### src/hw/rtl/swme_pkg.sv
// Shared types, codes and field widths of the sorted word match engine.
// No dependencies; every other file of the block imports this package.
`default_nettype none

package swme_pkg;

  // Defaults for the top-level parameters
  localparam int MAX_DOCS_DEF          = 256;
  localparam int MAX_WORDS_PER_DOC_DEF = 1024;
  localparam int STORE_DEPTH_DEF       = 16384;
  localparam int WORD_BITS_DEF         = 20;

  // Fixed field widths
  localparam int DOC_INDEX_W = 8;
  localparam int WORD_IN_W   = 20;
  localparam int COORD_W     = 32;
  localparam int SLOT_W      = 8;
  localparam int TOTAL_W     = 11;

  localparam int IN_TDATA_W  = 96;
  localparam int OUT_TDATA_W = 152;

  localparam logic [TOTAL_W-1:0] MATCH_SAT = 11'd2047;

  // Request kinds on tuser
  localparam logic OP_INSERT   = 1'b0;
  localparam logic OP_QUERY    = 1'b1;
  localparam logic KIND_INSERT = 1'b0;
  localparam logic KIND_QUERY  = 1'b1;

  typedef enum logic [1:0] {
    ST_OK       = 2'd0,
    ST_FULL     = 2'd1,
    ST_OVERFLOW = 2'd2
  } status_t;

  // Controller to datapath
  typedef struct packed {
    logic load_item;
    logic do_insert;
    logic doc_lookup;
    logic scan_init;
    logic store_read;
    logic compare;
    logic emit;
  } cmd_t;

  // Datapath to controller
  typedef struct packed {
    logic item_last;
    logic doc_valid;
    logic cursor_lt_end;
    logic word_less;
    logic hit;
    logic out_free;
  } stat_t;

endpackage

`default_nettype wire

### src/hw/rtl/swme_ctrl.sv
// Sequencing state machine of the sorted word match engine.
// Depends on swme_pkg for the command and status structs.
`default_nettype none

module swme_ctrl
  import swme_pkg::*;
(
  input  wire   clk,
  input  wire   rst,
  input  wire   in_valid,
  input  wire   in_op,
  output logic  in_ready,
  input  stat_t stat,
  output cmd_t  cmd
);

  typedef enum logic [2:0] {
    S_IDLE,
    S_INSERT,
    S_LOOKUP,
    S_INIT,
    S_READ,
    S_COMPARE,
    S_FINISH
  } state_t;

  state_t state;
  logic   need_result;

  assign in_ready    = (state == S_IDLE);
  assign need_result = stat.item_last || stat.hit;

  always_comb begin
    cmd            = '0;
    cmd.load_item  = (state == S_IDLE) && in_valid;
    cmd.do_insert  = (state == S_INSERT);
    cmd.doc_lookup = (state == S_LOOKUP);
    cmd.scan_init  = (state == S_INIT);
    cmd.store_read = (state == S_READ) && stat.cursor_lt_end;
    cmd.compare    = (state == S_COMPARE);
    cmd.emit       = (state == S_FINISH) && need_result && stat.out_free;
  end

  always_ff @(posedge clk) begin
    if (rst) begin
      state <= S_IDLE;
    end else begin
      case (state)
        S_IDLE: begin
          if (in_valid) begin
            state <= (in_op == OP_INSERT) ? S_INSERT : S_LOOKUP;
          end
        end
        S_INSERT: begin
          state <= stat.item_last ? S_FINISH : S_IDLE;
        end
        S_LOOKUP: begin
          state <= S_INIT;
        end
        S_INIT: begin
          state <= stat.doc_valid ? S_READ : S_FINISH;
        end
        S_READ: begin
          state <= stat.cursor_lt_end ? S_COMPARE : S_FINISH;
        end
        S_COMPARE: begin
          state <= stat.word_less ? S_READ : S_FINISH;
        end
        S_FINISH: begin
          if (!need_result || stat.out_free) begin
            state <= S_IDLE;
          end
        end
        default: begin
          state <= S_IDLE;
        end
      endcase
    end
  end

endmodule

`default_nettype wire

### config.mk
export PLATFORM = sky130hd
export DESIGN_NAME = swme_ctrl
export DESIGN_NICKNAME = d
export VERILOG_FILES = /design/src/hw/rtl/swme_pkg.sv /design/src/hw/rtl/swme_ctrl.sv
export SDC_FILE = /design/constraint.sdc
export NUM_CORES = 1
export LEC_CHECK = 0
export BUFFER_PORTS_ARGS = -buffer_cell sky130_fd_sc_hd__buf_4
export CORE_AREA = 2 2 39 41
export CTS_CLUSTER_DIAMETER = 40
export DETAILED_ROUTE_END_ITERATION = 10
export DIE_AREA = 0 0 41 43
export SLEW_MARGIN = 20
export SYNTH_ARGS = -nofsm -noshare
export SYNTH_HDL_FRONTEND = slang
export SYNTH_SLANG_ARGS = --single-unit
### constraint.sdc
create_clock -name clk -period 1.2 [get_ports clk]
set_input_delay 0 -clock clk [delete_from_list [all_inputs] [get_ports clk]]
set_output_delay 0 -clock clk [all_outputs]
set_load 0.02 [all_outputs]
Word level (Yosys, flattened, before mapping):

Cells that the tools add are included.

* flip-flop bits (word level): 3
* input port bits: 10
* output and inout port bits: 8
* logic and storage cells: 26

* reduce and logical (&&, ||, !) cells: 9
* eq/ne operators: 8
* muxes and demuxes: 8

Operators with widths (count)
* 3-bit case mux with 7 select lines: 1
* 3-bit == test (second input constant): 3
* 3-bit two-way mux: 3
* 2-bit two-way mux: 4
* 3-bit by 2-bit == test with 1-bit output (second input constant): 2
* 1-bit logical AND: 4
* 3-bit by 1-bit == test with 1-bit output (second input constant): 1
* 3-bit zero test: 1
* 1-bit logical OR: 2
* 2-bit by 1-bit inequality test with 1-bit output (second input constant): 1
* 2-bit inequality test (second input constant): 1
* 2-bit AND reduction: 1
* 1-bit zero test: 1

Depth between registers and ports, before layout:

* depth in word-level cells: 5
* depth in mapped cells: 5
* gate-level depth less buffers: 4

Worst setup path before layout:

No wires, ideal clock.

* path type: reg2reg
* start point: register state[0]
* end point: register state[1]
* arrival: 1.290 ns
* stages on the path, launching flop included: 5
* required time: 1.073 ns
* buffers on the path: 0
* setup time: 0.127 ns
* clock period less this slack: 1.417 ns
* setup slack: -0.217 ns
* cells stage by stage: dfxtp_1 -> nor3_1 -> a21boi_1 -> nor2_1 -> a211oi_2

* cells in the longest elaborated chain, start to end: 3
* elaborated cells between the ends (all ways): 11
* classes of those cells: eq/ne (8); mux (1); reduce/logical (2)

Ends and longest elaborated chain
* start, declared: line swme_ctrl.sv:27 `state_t state;`
* start signal, assigned: line swme_ctrl.sv:51 `state <= (in_op == OP_INSERT) ? S_INSERT : S_LOOKUP;`
* start signal, assigned: line swme_ctrl.sv:55 `state <= stat.item_last ? S_FINISH : S_IDLE;`
* start signal, assigned: line swme_ctrl.sv:61 `state <= stat.doc_valid ? S_READ : S_FINISH;`
* 3-bit zero test *
* via in_ready: line swme_ctrl.sv:12 `output logic in_ready,`
* 2-bit inequality test (no source line)
* 2-bit AND reduction (no source line)

The timed path passes the listed nets; every way through them passes the cells marked *.
A chain may end at the register's enable or synchronous reset.

==> results.md <==
* Status: complete, no violations
* Cells after Synth at 40
* Crit Path Class: flip-flop to output port
* Row count at 14
* Fraction of layout cells with a size suffix above 1 at between 60% and 70%
* Regs by FF count: state: 3 flops
* Fmax at around 0.85 GHz
* Drt drc at 0
* Total track usage at between 10% and 20%
* RSZ-0062 raised after global routing: yes
* Final Hold Vio Count at 0
* Filler cell count at 150
* CTS tree: yes
* Routability Congestion at 0.742
* Final WL at 845 um
* FF+latch count, synth at 3
* # IOs at 18
* Via count at 394
* Post-DRT Antenna Nets at 0
* Layout Nets at 79
* Worst-path clk slew at roughly 40 ps
* Final setup violation count at 0
* YS warnings at 0
* Avg Inst Size Synth at around 7.7 um^2
* Synth Area in Adders at 0%
* Via-to-Cell Ratio at approximately 4.7
* Sequential area share after synthesis at approximately a fifth
* CTS Buf Count at 3
* Multiplexer area fraction after synthesis at between 3 and 4%
* Clock tree buffer depth at 2
* Vias in the first global route at between 300 and 400
* H-tree levels at 1
* Sink Count at 3
* Finished layout cell area at ~610 um^2
* Mapped Area at around 300 um^2
* Largest net degree at the start of global routing at 8
* Rel. slew slack at 80.5%
* CP startpoint kind: flip-flop
* IO buf count at 17
* Clk_lat worst skew at roughly 230 ps
* Pre-Repair DR Iteration Count at 4
* WHS at about 120 ps
* Final period utilization at about 98%
* Worst hold-check path type: input port to flip-flop
* Netlist cell types at 23
* First-pass GRT wire length at around 1.3 mm
* Slew Viols, Final at 0
* Core area at 1380 um^2
* Area delta synth->final at 96.4%
* Max reg flops at 3
* Area of the multi-input gates at ~270 um^2
* Post-synthesis simple-gate area fraction at between 40% and 50%
* VDD IR max at about 0.66 mV
* Initial Util at 22.3%
* Die W at 41 um
* DIE HEIGHT at roughly 43 um
* Worst EP arrival at about 1200 ps
* Register area at around 70 um^2
* Power per cell area at roughly 1400 nW/um^2
* Max-cap violation count at 0
* Die area at 1760 um^2
* Initial antenna violation count at 0
* GRT overflow at 0
* Slew @ Worst Pin at 292 ps
* Root Buffer Master: clkbuf_4
* Required time of the critical path at about 1200 ps
* Ant diodes at 0
* Leakage at ~0.3 nW
* Post-DP Area at between 500 and 600 um^2
* Largest family of logic cells by synthesized area: simple AND/OR/NAND/NOR gates
* Syn_nets at 50
* Initial drt markers at 5
* Fin crit period at roughly 1200 ps
* Fraction of synthesized cell area in xor and xnor cells at 0%
* Largest Register: state
* Endpoint type of the worst setup path: output port
* HPWL after DPL at roughly 630 um
* Clk_skew at around 0.054 ps
* Crit Path Max Fanout at 4
* Wire per inst at ~10 um
* Compound-Gate Fraction of Synth Area at around a fifth
through the flow:
step / cells / TNS (ps) / util, % / power (mW) / setup WS (ps)
finish: 84 / 0 / 43.9 / 0.870 / 21.9
CTS: 83 / 0 / 41.7 / 0.845 / 3.80
floorplan: 40 / -42.9 / - / 0.443 / -42.9
detailed placement: 78 / -66.4 / 36.7 / 0.624 / -33.5
global route: 84 / -88.5 / 43.9 / 0.932 / -42.8
global placement: 78 / -15.1 / 36.7 / 0.623 / -15.1
critical path, cell delays in order, from the launching register on:
cell and delay [ps]:
dfxtp_4 350, nand3b_4 160, buf_6 120, nor3b_2 160, buf_4 160
worst paths after layout:
path / from / to / slack, ps / depth (start not counted)
setup / recovery: state[0] / cmd[0] / 20 / 4
hold / removal: stat[0] / state[2] / 120 / 4
setup reg to reg: state[1] / state[1] / 30 / 5
hold reg to reg: state[0] / state[0] / 600 / 2
placed cells by master (no fill, tap or decap), types with 2 or more instances in the layout:
cell       n
nand2b_1   3
a21oi_1    2
nor3_4     2
clkbuf_4   3
nor4b_2    2
nor2_1     4
dfxtp_4    3
o21ai_0    2
buf_4     22
nor3b_1    2
buf_6      3
inv_1      3
kinds of logic after synthesis:
kind of cell	Yosys count
muxes	1
buffers and inverters	6
and+or+nand+nor	21
DFF	3
AOI/OAI and AO/OA	9
routing by layer:
| metal | vias up | GRT usage, % | wire length, um |
|---|---|---|---|
| met3 | 0 | 3.14 | 58 |
| met4 | 0 | 4.00 | 0 |
| met1 | 182 | 13.2 | 344 |
| li1 | 200 | - | - |
| met2 | 12 | 16.9 | 443 |
| met5 | - | 0 | 0 |
layout make-up:
class | instances | area share (%)
multi-input cells | 31 | 43.7
repair buffers | 26 | 34.4
flip-flops and latches | 3 | 11.8
clock buffers | 4 | 4.33
well taps | 16 | 3.30
inverters | 4 | 2.47
Yosys cell counts (all sizes together):
| cell type | number | area [um^2] |
|---|---|---|
| o21ai | 3 | 15.0 |
| nand2b | 3 | 18.8 |
| nand3 | 1 | 5.00 |
| dfxtp | 3 | 60.1 |
| and2 | 1 | 6.26 |
| a22oi | 1 | 7.51 |
| nand2 | 1 | 3.75 |
| a21boi | 1 | 7.51 |
| nor2 | 4 | 15.0 |
| nor3b | 4 | 35.0 |
| a211oi | 1 | 12.5 |
| buf | 2 | 18.8 |
| a21oi | 3 | 15.0 |
| or2b | 1 | 7.51 |
| nor3 | 3 | 26.3 |
| nand3b | 1 | 11.3 |
| nor4b | 2 | 17.5 |
| inv | 4 | 15.0 |
| mux2 | 1 | 11.3 |
timing repair:
| item | CTS | global route |
|---|---|---|
| setup endpoints to repair | 7 | 5 |
| endpoints found under the hold margin | 3 | 0 |
| pin swaps | 0 | 3 |
| gates cloned | 0 | 0 |
| resized for setup | 9 | 7 |
| buffers inserted | 1 | 1 |
| hold buffers | 1 | 0 |
power breakdown:
group	switching, mW	total (mW)	internal [mW]
combinational	0.239	0.518	0.279
clock	0.0485	0.173	0.124
sequential	0.0469	0.180	0.133
(Power assumes the default switching activity.)
